[src/design/variable_record_byte_stack_defines.svh]
// ---------------------------------------------------------------------------
// variable_record_byte_stack_defines
// assertion macros used by the top-level stack design file
// ---------------------------------------------------------------------------
`ifndef VARIABLE_RECORD_BYTE_STACK_DEFINES_SVH
`define VARIABLE_RECORD_BYTE_STACK_DEFINES_SVH

`ifndef ASSERT_OFF
`define VRBS_ASSERT(label, clk, rst_n, prop) \
    label: assert property (@(posedge clk) disable iff (!(rst_n)) (prop)) \
        else $error("assertion failed");
`define VRBS_ASSERT_ALWAYS(label, clk, prop) \
    label: assert property (@(posedge clk) (prop)) \
        else $error("assertion failed");
`else
`define VRBS_ASSERT(label, clk, rst_n, prop)
`define VRBS_ASSERT_ALWAYS(label, clk, prop)
`endif

`endif

[src/design/vrbs_pkg.sv]
// ---------------------------------------------------------------------------
// vrbs_pkg
// types and constants of the variable record byte stack
// ---------------------------------------------------------------------------
package vrbs_pkg;

    localparam int CAPACITY_DEF         = 1024;
    localparam int HEADER_BYTES_DEF     = 1;
    localparam int MAX_RECORD_BYTES_DEF = 8;

    localparam int S_TDATA_BITS = 72;
    localparam int M_TDATA_BITS = 72;
    localparam int CMD_BITS     = 70;

    typedef enum logic [1:0] {
        OP_PUSH  = 2'd0,
        OP_POP   = 2'd1,
        OP_PEEK  = 2'd2,
        OP_CLEAR = 2'd3
    } op_t;

    typedef enum logic [1:0] {
        ST_OK    = 2'd0,
        ST_FULL  = 2'd1,
        ST_EMPTY = 2'd2
    } status_t;

    typedef enum logic [2:0] {
        S_IDLE,
        S_PUSH_WR,
        S_RD_HDR,
        S_HDR_WAIT,
        S_CALC,
        S_RD_DATA,
        S_DATA_WAIT,
        S_FINISH
    } state_t;

    typedef struct packed {
        logic [3:0]  length;
        logic [63:0] push_data;
        op_t         operation;
    } cmd_t;

    typedef struct packed {
        logic        full_for_length;
        logic        is_empty;
        logic [3:0]  read_length;
        logic [63:0] read_data;
        status_t     status;
    } res_t;

endpackage

[src/design/vrbs_engine.sv]
// ---------------------------------------------------------------------------
// vrbs_engine
// stack sequencer: byte writes for push, header and data reads for pop/peek
// ---------------------------------------------------------------------------
module vrbs_engine
    import vrbs_pkg::*;
#(
    parameter int CAPACITY         = CAPACITY_DEF,
    parameter int HEADER_BYTES     = HEADER_BYTES_DEF,
    parameter int MAX_RECORD_BYTES = MAX_RECORD_BYTES_DEF,
    localparam int TW = $clog2(CAPACITY + 1),
    localparam int AW = $clog2(CAPACITY)
) (
    input  logic          aclk,
    input  logic          aresetn,
    input  logic          cmd_valid,
    output logic          cmd_ready,
    input  cmd_t          cmd,
    output logic          res_valid,
    input  logic          res_ready,
    output res_t          res,
    output logic          mem_we,
    output logic          mem_re,
    output logic [AW-1:0] mem_addr,
    output logic [7:0]    mem_wdata,
    input  logic [7:0]    mem_rdata
);

    localparam logic [TW-1:0] CAP_T   = TW'(CAPACITY);
    localparam logic [TW:0]   CAP_W   = (TW+1)'(CAPACITY);
    localparam logic [3:0]    MAX_LEN = 4'(MAX_RECORD_BYTES);

    function automatic logic refuse(input logic [TW-1:0] t, input logic [3:0] l);
        logic [4:0] need;
        need = 5'(l) + 5'(HEADER_BYTES);
        return t < TW'(need);
    endfunction

    state_t        state_reg, state_next;
    logic [TW-1:0] top_reg, top_next;
    logic [TW-1:0] new_top_reg, new_top_next;
    op_t           op_reg, op_next;
    status_t       status_reg, status_next;
    logic [3:0]    len_reg, len_next;
    logic [63:0]   data_reg, data_next;
    logic [3:0]    cnt_reg, cnt_next;
    logic [3:0]    last_reg, last_next;
    logic [63:0]   hdr_reg, hdr_next;
    logic [63:0]   rbuf_reg, rbuf_next;
    logic [3:0]    stored_reg, stored_next;
    logic [3:0]    rlen_reg, rlen_next;
    logic          pend_reg, pend_next;
    logic          pend_hdr_reg, pend_hdr_next;
    logic          pend_ok_reg, pend_ok_next;
    logic [2:0]    pend_idx_reg, pend_idx_next;

    logic [3:0]    len_clamp;
    logic [3:0]    stored_calc;
    logic [3:0]    rlen_calc;
    logic [TW:0]   rd_sum;
    logic [TW:0]   pop_sum;
    logic          accept;
    logic          finish;
    logic [TW-1:0] top_after;

    assign accept    = cmd_valid && cmd_ready;
    assign finish    = (state_reg == S_FINISH) && res_ready;
    assign len_clamp = (cmd.length > MAX_LEN) ? MAX_LEN : cmd.length;

    assign stored_calc = ((|hdr_reg[63:4]) || (hdr_reg[3:0] > MAX_LEN)) ? MAX_LEN
                                                                        : hdr_reg[3:0];
    assign rlen_calc   = (len_reg < stored_calc) ? len_reg : stored_calc;

    // read address of the current header or data byte
    always_comb begin
        if (state_reg == S_RD_HDR) begin
            rd_sum = (TW+1)'(top_reg) + (TW+1)'(cnt_reg);
        end else begin
            rd_sum = (TW+1)'(top_reg) + (TW+1)'(HEADER_BYTES) + (TW+1)'(cnt_reg);
        end
    end

    assign pop_sum = (TW+1)'(top_reg) + (TW+1)'(HEADER_BYTES) + (TW+1)'(stored_reg);

    function automatic logic [TW-1:0] res_top();
        logic [TW-1:0] t;
        t = top_reg;
        if (status_reg == ST_OK) begin
            unique case (op_reg)
                OP_PUSH:  t = new_top_reg;
                OP_POP:   t = (pop_sum > CAP_W) ? CAP_T : TW'(pop_sum);
                OP_PEEK:  t = top_reg;
                OP_CLEAR: t = CAP_T;
            endcase
        end
        return t;
    endfunction

    assign top_after = res_top();

    // next state
    always_comb begin
        state_next = state_reg;
        unique case (state_reg)
            S_IDLE: begin
                if (cmd_valid) begin
                    unique case (cmd.operation)
                        OP_PUSH: begin
                            state_next = refuse(top_reg, len_clamp) ? S_FINISH : S_PUSH_WR;
                        end
                        OP_POP, OP_PEEK: begin
                            state_next = (top_reg >= CAP_T) ? S_FINISH : S_RD_HDR;
                        end
                        OP_CLEAR: begin
                            state_next = S_FINISH;
                        end
                    endcase
                end
            end
            S_PUSH_WR: begin
                if (cnt_reg == last_reg) state_next = S_FINISH;
            end
            S_RD_HDR: begin
                if (cnt_reg == last_reg) state_next = S_HDR_WAIT;
            end
            S_HDR_WAIT: begin
                state_next = S_CALC;
            end
            S_CALC: begin
                state_next = (rlen_calc == 4'd0) ? S_FINISH : S_RD_DATA;
            end
            S_RD_DATA: begin
                if (cnt_reg == last_reg) state_next = S_DATA_WAIT;
            end
            S_DATA_WAIT: begin
                state_next = S_FINISH;
            end
            S_FINISH: begin
                if (res_ready) state_next = S_IDLE;
            end
            default: begin
                state_next = S_IDLE;
            end
        endcase
    end

    // outputs
    always_comb begin
        cmd_ready = (state_reg == S_IDLE);
        res_valid = (state_reg == S_FINISH);
        mem_we    = 1'b0;
        mem_re    = 1'b0;
        mem_addr  = '0;
        mem_wdata = '0;
        unique case (state_reg)
            S_PUSH_WR: begin
                mem_we   = 1'b1;
                mem_addr = AW'(new_top_reg + TW'(cnt_reg));
                if (5'(cnt_reg) < 5'(HEADER_BYTES)) begin
                    mem_wdata = (cnt_reg == 4'd0) ? {4'd0, len_reg} : 8'd0;
                end else begin
                    mem_wdata = data_reg[7:0];
                end
            end
            S_RD_HDR, S_RD_DATA: begin
                mem_re   = 1'b1;
                mem_addr = AW'(rd_sum);
            end
            default: begin
                mem_re = 1'b0;
            end
        endcase
    end

    // datapath
    always_comb begin
        top_next      = top_reg;
        new_top_next  = new_top_reg;
        op_next       = op_reg;
        status_next   = status_reg;
        len_next      = len_reg;
        data_next     = data_reg;
        cnt_next      = cnt_reg;
        last_next     = last_reg;
        hdr_next      = hdr_reg;
        rbuf_next     = rbuf_reg;
        stored_next   = stored_reg;
        rlen_next     = rlen_reg;
        pend_next     = 1'b0;
        pend_hdr_next = pend_hdr_reg;
        pend_ok_next  = pend_ok_reg;
        pend_idx_next = pend_idx_reg;

        // capture the byte read in the previous cycle
        if (pend_reg) begin
            for (int b = 0; b < 8; b++) begin
                if (pend_idx_reg == 3'(b)) begin
                    if (pend_hdr_reg) begin
                        hdr_next[8*b +: 8] = pend_ok_reg ? mem_rdata : 8'd0;
                    end else begin
                        rbuf_next[8*b +: 8] = pend_ok_reg ? mem_rdata : 8'd0;
                    end
                end
            end
        end

        unique case (state_reg)
            S_IDLE: begin
                if (accept) begin
                    op_next      = cmd.operation;
                    len_next     = len_clamp;
                    data_next    = cmd.push_data;
                    cnt_next     = 4'd0;
                    hdr_next     = '0;
                    rbuf_next    = '0;
                    rlen_next    = 4'd0;
                    stored_next  = 4'd0;
                    status_next  = ST_OK;
                    new_top_next = top_reg - TW'(len_clamp) - TW'(HEADER_BYTES);
                    unique case (cmd.operation)
                        OP_PUSH: begin
                            if (refuse(top_reg, len_clamp)) status_next = ST_FULL;
                            last_next = 4'(5'(len_clamp) + 5'(HEADER_BYTES) - 5'd1);
                        end
                        OP_POP, OP_PEEK: begin
                            if (top_reg >= CAP_T) status_next = ST_EMPTY;
                            last_next = 4'(HEADER_BYTES - 1);
                        end
                        OP_CLEAR: begin
                            last_next = 4'd0;
                        end
                    endcase
                end
            end
            S_PUSH_WR: begin
                cnt_next = cnt_reg + 4'd1;
                if (5'(cnt_reg) >= 5'(HEADER_BYTES)) begin
                    data_next = {8'd0, data_reg[63:8]};
                end
            end
            S_RD_HDR, S_RD_DATA: begin
                pend_next     = 1'b1;
                pend_hdr_next = (state_reg == S_RD_HDR);
                pend_ok_next  = rd_sum < CAP_W;
                pend_idx_next = cnt_reg[2:0];
                cnt_next      = (cnt_reg == last_reg) ? 4'd0 : cnt_reg + 4'd1;
            end
            S_CALC: begin
                stored_next = stored_calc;
                rlen_next   = rlen_calc;
                last_next   = rlen_calc - 4'd1;
                cnt_next    = 4'd0;
            end
            default: begin
                cnt_next = cnt_reg;
            end
        endcase

        if (finish) begin
            top_next = top_after;
        end
    end

    assign res.status          = status_reg;
    assign res.read_data       = rbuf_reg;
    assign res.read_length     = rlen_reg;
    assign res.is_empty        = top_after >= CAP_T;
    assign res.full_for_length = refuse(top_after, len_reg);

    always_ff @(posedge aclk) begin
        if (!aresetn) begin
            state_reg <= S_IDLE;
            top_reg   <= CAP_T;
            pend_reg  <= 1'b0;
        end else begin
            state_reg <= state_next;
            top_reg   <= top_next;
            pend_reg  <= pend_next;
        end
        new_top_reg  <= new_top_next;
        op_reg       <= op_next;
        status_reg   <= status_next;
        len_reg      <= len_next;
        data_reg     <= data_next;
        cnt_reg      <= cnt_next;
        last_reg     <= last_next;
        hdr_reg      <= hdr_next;
        rbuf_reg     <= rbuf_next;
        stored_reg   <= stored_next;
        rlen_reg     <= rlen_next;
        pend_hdr_reg <= pend_hdr_next;
        pend_ok_reg  <= pend_ok_next;
        pend_idx_reg <= pend_idx_next;
    end

endmodule

[config.mk]
export PLATFORM = sky130hd
export DESIGN_NAME = vrbs_engine
export DESIGN_NICKNAME = d
export VERILOG_FILES = /design/src/design/variable_record_byte_stack_defines.svh /design/src/design/vrbs_pkg.sv /design/src/design/vrbs_engine.sv
export SDC_FILE = /design/constraint.sdc
export NUM_CORES = 1
export LEC_CHECK = 0
export CORE_MARGIN = 2
export CORE_UTILIZATION = 35
export DETAILED_ROUTE_END_ITERATION = 12
export DONT_BUFFER_PORTS = 1
export PLACE_DENSITY_LB_ADDON = 0.3
export SLEW_MARGIN = 20
export SYNTH_ARGS = -nofsm -noshare
export SYNTH_HDL_FRONTEND = slang
export SYNTH_SLANG_ARGS = --single-unit
export TNS_END_PERCENT = 30
[constraint.sdc]
create_clock -name aclk -period 7.86 [get_ports aclk]
set_clock_uncertainty 0.15 [all_clocks]
set_input_delay 0.393 -clock aclk [delete_from_list [all_inputs] [get_ports aclk]]
set_output_delay 0.393 -clock aclk [all_outputs]
set_load 0.05 [all_outputs]
==> impl_metrics.csv, run 1 <==
group,metric,value,unit
outcome,outcome,"finished clean",
logic_synthesis,synth_top_family_by_area,"simple AND/OR/NAND/NOR gates",
setup_path,critical_path_peak_fanout,10,
setup_path,worst-r2r-cell-count,15,
clock_network,worst_skew_pair.late_latency,0.57,ns
detailed_routing,ant_nets,0,
pwr,irDropWorstVdd,0.000225,V
floorplanning,floorplan.die.height,192,µm
logic_synthesis,synth-async-reset-ratio,0,%
logic_synthesis,synth-simple-area-share,22.1,%
logic_synthesis,syn_nets,1467,
logic_synthesis,post-synth-top-area-cell,"sky130_fd_sc_hd__edfxtp_1",
global_routing,overflow,0,
sta,finalSetupViolCount,0,
run,drv.max_cap_violation_count,0,
global_routing,vias_in_the_first_global_route,9228,
logic_synthesis,netlist-cell-type-count,80,
floorplanning,design.portCount,176,
min_path,hp-class,"primary input to flop",
layout,area.growth.synth_to_final,16.7,%
sta,slew_headroom,24.1,%
sta,setup_total_negative_slack,0,ns
logic_synthesis,fraction_of_the_yosys_area_taken_by_sequential_cells,48.5,%
floorplanning,initial_utilization,35.7,%
setup_path,path_depth,18,
pwr,clockPowerShare,28.8,%
clock_network,clock_tree.htree_level_count,1,
setup_path,worst_setup_path_end_kind,"primary output",
pwr,p_per_area,349,nW/µm²
min_path,hold_path.startpoint,"cmd[66]",
logic_synthesis,post_synthesis_cells,1343,
clock_network,tritoncts_num_sinks,247,
setup_path,reg2reg_from,"hdr_reg[53]",
sta,period_share,89.0,%
logic_synthesis,most_instantiated_cells_after_synthesis,"sky130_fd_sc_hd__nor2_1, sky130_fd_sc_hd__nand2_1, sky130_fd_sc_hd__dfxtp_1, sky130_fd_sc_hd__edfxtp_1, sky130_fd_sc_hd__mux2i_1",
clock_network,cts.reportedPaths.clkPinSlew,0.06,ns
layout,num-nets-final,1501,
detailed_routing,via_per_inst,5.13,
logic_synthesis,synthDominantCellAreaShare,25.3,%
pwr,share_comb_of_total_power,31.2,%
sta,final_period_minus_worst_setup_slack,6.99,ns
floorplanning,total_number_of_placement_rows,68,
logic_synthesis,seq_cells_post_synth,247,
clock_network,ctsRootBufferMaster,"sky130_fd_sc_hd__clkbuf_16",
setup_path,critical_path.most_common_cell,"sky130_fd_sc_hd__ha_1",
setup_path,cp_data_required_time,7.32,ns
clock_network,cts_buffers,29,
global_routing,first_pass_grt_wire_length,53000,µm
sta,grt_setup_unrepaired,"no",
logic_synthesis,synth-adder-area-share,4.50,%
logic_synthesis,mux_cell_area_share_after_synthesis,7.14,%
sta,maxSlewViolCount,0,
setup_path,crit_chain,"ha_1 -> xor2_1 -> ha_1 -> or2_2 -> a31oi_1 -> nor2_1 -> nor4_1 -> o311ai_2 -> a21oi_2 -> nand2_1 -> a311oi_1 -> ha_1 -> and4_1 -> a221oi_1 -> o21ai_0 -> nand4b_1 -> or4b_1 -> and3b_1",
logic_synthesis,yosys_warnings,0,
clock_network,cts_max_path_buffers,3,
logic_synthesis,synth-edff-count,104,
sta,report.final.hold_viol_count,0,
detailed_routing,routed_wire_length_per_instance,18.8,µm
pwr,power_switching_share,38.8,%
logic_synthesis,synth_most_common_cell,"sky130_fd_sc_hd__nor2_1",
clock_network,postCtsSetupRepairBufs,0,
setup_path,worst_setup_path_start_kind,"flop",
pwr,power.net_switching,1950,µW
placement,placement.io_buffers,0,
detailed_routing,routed-via-count,9525,
logic_synthesis,synthesis.area,12400,µm²
global_routing,grt_start_max_net_pins,92,
setup_path,critical_path.n_buffers_inverters,0,
setup_path,crit_path_max_incr_delay,0.60,ns
logic_synthesis,synth_area_in_xor_xnor,4.11,%
sta,max_clk_rate,143,MHz
placement,gpl.final_weighted_congestion,0.913,
layout,diodes,0,
setup_path,cp.arrival,6.45,ns
setup_path,worst-setup-path-type,"flop to primary output",
clock_network,cts-resized-gates,0,
pwr,intPower,3080,µW
global_routing,initial_antenna_violation_count,1,
layout,final_layout_size_suffix_gt1_share,6.86,%
logic_synthesis,postSynth.topFlopCell,"sky130_fd_sc_hd__dfxtp_1",
clock_network,clock_tree_from_tritoncts,"yes",
min_path,hold-path-cell-count,2,
logic_synthesis,ys_top_cells_by_area,"sky130_fd_sc_hd__edfxtp_1, sky130_fd_sc_hd__dfxtp_1, sky130_fd_sc_hd__mux2i_1",
placement,hpwlAfterDp,23700,µm
pwr,total_power,5030,µW
sta,timing_worst_slew_pin_value,1.16,ns
pwr,leakage,0.00548,µW
setup_path,critical_path.startpoint,"top_reg[0]",
detailed_routing,firstDrtPassIters,5,
detailed_routing,drt_wl_total,34800,µm
setup_path,cp_top_family,"simple AND/OR/NAND/NOR gates",
logic_synthesis,post_synth.cell_area_avg,9.20,µm²
floorplanning,floorplan.die_area,36800,µm²
detailed_routing,drt_iter0_drc,546,
floorplanning,core_area,34600,µm²
floorplanning,die_x,192,µm
logic_synthesis,synth-compound-area-share,9.96,%
pwr,power_frac_seq,40.0,%
setup_path,worst_path_max_delay_cell,"sky130_fd_sc_hd__dfxtp_1",
detailed_routing,drcViolationCount,0,
global_routing,globalRouteTotalUtil,18.5,%
==> layout by cell type, fill, tap and decap left out, types with 4 or more instances in the layout <==
master,instances
sky130_fd_sc_hd__nor3b_1,5
sky130_fd_sc_hd__nor3_2,7
sky130_fd_sc_hd__nor2b_1,15
sky130_fd_sc_hd__nand3b_1,5
sky130_fd_sc_hd__o21ai_0,31
sky130_fd_sc_hd__a21oi_1,77
sky130_fd_sc_hd__nor2_1,227
sky130_fd_sc_hd__dfxtp_1,143
sky130_fd_sc_hd__clkbuf_1,4
sky130_fd_sc_hd__clkbuf_8,5
sky130_fd_sc_hd__clkbuf_16,30
sky130_fd_sc_hd__dlygate4sd3_1,68
sky130_fd_sc_hd__and2_1,25
sky130_fd_sc_hd__nand2_1,223
sky130_fd_sc_hd__o22ai_1,11
sky130_fd_sc_hd__bufinv_16,4
sky130_fd_sc_hd__nor4_1,22
sky130_fd_sc_hd__nand3_1,19
sky130_fd_sc_hd__a31oi_1,4
sky130_fd_sc_hd__xnor2_1,35
sky130_fd_sc_hd__o21a_1,8
sky130_fd_sc_hd__fa_1,4
sky130_fd_sc_hd__or3_1,4
sky130_fd_sc_hd__a22o_1,5
sky130_fd_sc_hd__nor3_1,14
sky130_fd_sc_hd__mux2i_1,87
sky130_fd_sc_hd__nand4_1,7
sky130_fd_sc_hd__o211ai_1,4
sky130_fd_sc_hd__nand2b_1,9
sky130_fd_sc_hd__ha_1,38
sky130_fd_sc_hd__inv_1,32
sky130_fd_sc_hd__buf_4,10
sky130_fd_sc_hd__xor2_1,23
sky130_fd_sc_hd__edfxtp_1,104
sky130_fd_sc_hd__a21o_1,6
==> worst register-to-register path: stages (launching register included) <==
cell                       delay, ns
sky130_fd_sc_hd__dfxtp_1        0.31
sky130_fd_sc_hd__nor4_1         0.35
sky130_fd_sc_hd__nand4_1        0.19
sky130_fd_sc_hd__nor4_2         0.84
sky130_fd_sc_hd__nand2_1        0.33
sky130_fd_sc_hd__ha_1           0.35
sky130_fd_sc_hd__o21ai_0        0.17
sky130_fd_sc_hd__nand2b_1       0.08
sky130_fd_sc_hd__a21oi_1        0.29
sky130_fd_sc_hd__nor2_1         0.09
sky130_fd_sc_hd__o21ai_0        0.50
sky130_fd_sc_hd__ha_1           0.25
sky130_fd_sc_hd__nand3_1        0.07
sky130_fd_sc_hd__nor2_1         0.14
sky130_fd_sc_hd__o31a_1         0.13
sky130_fd_sc_hd__o211a_1        0.13
==> power groups by stage <==
stage	Clock (µW)	Sequential, µW	Combinational [µW]
global route	1530	2040	1740
CTS	1490	2010	1570
detailed placement	0	2030	1540
global placement	0	2030	1520
floorplan	0	1960	1200
finish	1450	2010	1570
==> routing by layer <==
layer	wire (µm)	track usage (%)
met1	15100	23.4
met2	16700	31.9
met3	2200	4.39
met4	843	4.64
met5	13	0
==> cells by family after synthesis <==
| family | Yosys count |
|---|---|
| and+or+nand+nor | 605 |
| DFF | 247 |
| AOI/OAI and AO/OA | 192 |
| buffers and inverters | 110 |
| muxes | 88 |
| xor gates and xnor gates | 58 |
| adders and majority gates | 42 |
| other | 1 |
==> metrics by stage <==
step	util [%]	hold WS [ns]	setup WS (ns)	instances	area (µm²)
after floorplan	-	0.304	2.31	1343	12400
after global placement	36.7	0.318	1.58	1733	12700
after detailed placement	36.7	0.333	1.57	1733	12700
after CTS	41.6	0.00166	0.920	1855	14400
after global routing	41.6	0.0154	0.536	1855	14400
final	41.6	0.0255	0.866	1855	14400
==> final timing paths <==
path / slack (ns) / to
max: 0.87 / res[71]
min: 0.03 / len_reg[0]
max reg2reg: 3.44 / state_reg[1]
min reg2reg: 0.35 / hdr_reg[21]
==> cell type report <==
| class | instances | area [µm²] |
|---|---|---|
| clock buffer | 39 | 835 |
| clock inverter | 15 | 205 |
| fill | 3373 | 20200 |
| inverter | 35 | 134 |
| multi-input combinational | 986 | 5940 |
| sequential | 247 | 5990 |
| tap | 455 | 569 |
| timing repair buffer | 78 | 756 |
==> repair_timing <==
action,in CTS,in global routing
setup endpoints to repair,0,0
endpoints found under the hold margin,84,0
hold buffers,68,0
Power figures use the tool's default switching activity.
==> inputs of run 2 (changes only) <==
--- a/config.mk
+++ b/config.mk
@@ -10,6 +10,7 @@
 export DETAILED_ROUTE_END_ITERATION = 12
 export DONT_BUFFER_PORTS = 1
 export PLACE_DENSITY_LB_ADDON = 0.3
+export REMOVE_ABC_BUFFERS = 1
 export SLEW_MARGIN = 20
 export SYNTH_ARGS = -nofsm -noshare
 export SYNTH_HDL_FRONTEND = slang
==> run 2 against run 1 <==
Compared with the run above: flip-flop and latch count unchanged; largest cell class unchanged; final area shrank 1.2%; cell count down 0.27%; routed wire length is 6.1% lower; combinational power barely moved; total power fell by 4.0%; utilization is 0.48 points lower; hold slack better by 0.034 ns; first-iteration DRC count up 52%; sequential power barely moved; critical path type unchanged; highest routed layer is now met4; critical endpoint unchanged; sequential share of layout area increased by 0.49 points; critical path depth stayed put.
==> impl_metrics.csv, run 2 (synthesis gave the netlist of run 1 again) <==
group,metric,value,unit
outcome,outcome,"finished clean",
layout,layout_common_cells,"sky130_fd_sc_hd__nor2_1, sky130_fd_sc_hd__nand2_1, sky130_fd_sc_hd__dfxtp_1",
clock_network,cts_buffers,29,
global_routing,globalRouteTotalUtil,17.4,%
setup_path,worst_path_max_delay_cell,"sky130_fd_sc_hd__dfxtp_1",
global_routing,overflow,0,
setup_path,critical_path.most_common_cell,"sky130_fd_sc_hd__ha_1",
setup_path,critical_path_peak_fanout,10,
floorplanning,die_x,192,µm
setup_path,cp_data_required_time,7.32,ns
sta,final_period_minus_worst_setup_slack,6.91,ns
floorplanning,core_area,34600,µm²
setup_path,critical_path.n_buffers_inverters,0,
global_routing,initial_antenna_violation_count,0,
setup_path,cp.arrival,6.36,ns
sta,maxSlewViolCount,0,
sta,report.final.hold_viol_count,0,
clock_network,clock_tree_from_tritoncts,"yes",
layout,num-nets-final,1501,
global_routing,vias_in_the_first_global_route,9100,
placement,gpl.final_weighted_congestion,0.861,
placement,placement.io_buffers,0,
clock_network,cts_max_path_buffers,3,
floorplanning,initial_utilization,35.7,%
floorplanning,floorplan.die_area,36800,µm²
clock_network,cts-resized-gates,0,
clock_network,cts.reportedPaths.clkPinSlew,0.06,ns
sta,grt_setup_unrepaired,"no",
detailed_routing,via_per_inst,5.15,
clock_network,holdBufCountCts,68,
sta,setup_total_negative_slack,0,ns
setup_path,worst-setup-path-type,"flop to primary output",
detailed_routing,routed_wire_length_per_instance,17.7,µm
floorplanning,total_number_of_placement_rows,68,
setup_path,crit_chain,"ha_1 -> xor2_1 -> ha_1 -> or2_2 -> a31oi_1 -> nor2_1 -> nor4_1 -> o311ai_2 -> a21oi_2 -> nand2_1 -> a311oi_1 -> ha_1 -> and4_1 -> a221oi_1 -> o21ai_0 -> nand4b_1 -> or4b_1 -> and3b_1",
global_routing,first_pass_grt_wire_length,50400,µm
layout,area.growth.synth_to_final,15.4,%
clock_network,postCtsSetupRepairBufs,0,
floorplanning,floorplan.die.height,192,µm
clock_network,clock_tree.htree_level_count,1,
sta,period_share,87.9,%
sta,finalSetupViolCount,0,
clock_network,ctsRootBufferMaster,"sky130_fd_sc_hd__clkbuf_16",
clock_network,worst_skew_pair.late_latency,0.56,ns
detailed_routing,drt_wl_total,32700,µm
pwr,leakage,0.00539,µW
floorplanning,design.portCount,176,
sta,slew_headroom,23.8,%
min_path,hp-class,"primary input to flop",
setup_path,worst_setup_path_start_kind,"flop",
detailed_routing,ant_nets,0,
detailed_routing,drcViolationCount,0,
detailed_routing,drt_iter0_drc,829,
layout,final_layout_size_suffix_gt1_share,6.02,%
detailed_routing,firstDrtPassIters,6,
placement,hpwlAfterDp,22400,µm
layout,finish.utilization,41.2,%
setup_path,worst_setup_path_end_kind,"primary output",
pwr,p_per_area,339,nW/µm²
detailed_routing,routed-via-count,9523,
global_routing,grt_start_max_net_pins,96,
layout,diodes,0,
clock_network,tritoncts_num_sinks,247,
sta,max_clk_rate,145,MHz
setup_path,cp_top_family,"simple AND/OR/NAND/NOR gates",
run,drv.max_cap_violation_count,0,
sta,timing_worst_slew_pin_value,1.16,ns
setup_path,crit_path_max_incr_delay,0.59,ns
layout,layout_commonest_cell,"sky130_fd_sc_hd__nor2_1",
pwr,irDropWorstVdd,0.000205,V
[run 2: path summary, 6_finish.rpt]
kind | startpoint | endpoint | slack [ns] | cells after the start
worst max-delay path | top_reg[0] | res[71] | 0.95 | 18
worst min-delay path | cmd[68] | len_reg[2] | 0.06 | 1
worst max register to register | hdr_reg[41] | state_reg[1] | 3.39 | 15
worst min register to register | hdr_reg[41] | hdr_reg[41] | 0.34 | 2
[run 2: per-layer routing]
layer | track usage [%] | routed length [µm]
met5 | 0 | 0
met4 | 3.79 | 684
met3 | 3.78 | 2060
met2 | 29.1 | 15300
met1 | 23.0 | 14700
[run 2: area by class of cell]
class | count | area, µm²
sequential | 247 | 5990
timing repair buffer | 78 | 756
tap | 455 | 569
clock buffer | 41 | 781
clock inverter | 8 | 96.3
multi-input combinational | 986 | 5930
inverter | 35 | 134
fill | 3393 | 20400
[run 2: power breakdown]
group	internal (µW)	leakage, µW	switching [µW]
registers	1740	0.00214	253
logic	457	0.00283	1100
clock network	751	0.000428	526
total	2950	0.00539	1880
[run 2: per-stage QoR]
step / hold WS (ns) / std cells / setup WS [ns] / power, µW / instance area [µm²]
floorplan: 0.304 / 1268 / 2.23 / 3120 / 12000
global placement: 0.322 / 1733 / 1.54 / 3520 / 12700
detailed placement: 0.330 / 1733 / 1.53 / 3550 / 12700
CTS: 0.0107 / 1850 / 0.911 / 4870 / 14300
global route: 0.0394 / 1850 / 0.509 / 5120 / 14300
finish: 0.0593 / 1850 / 0.954 / 4830 / 14300
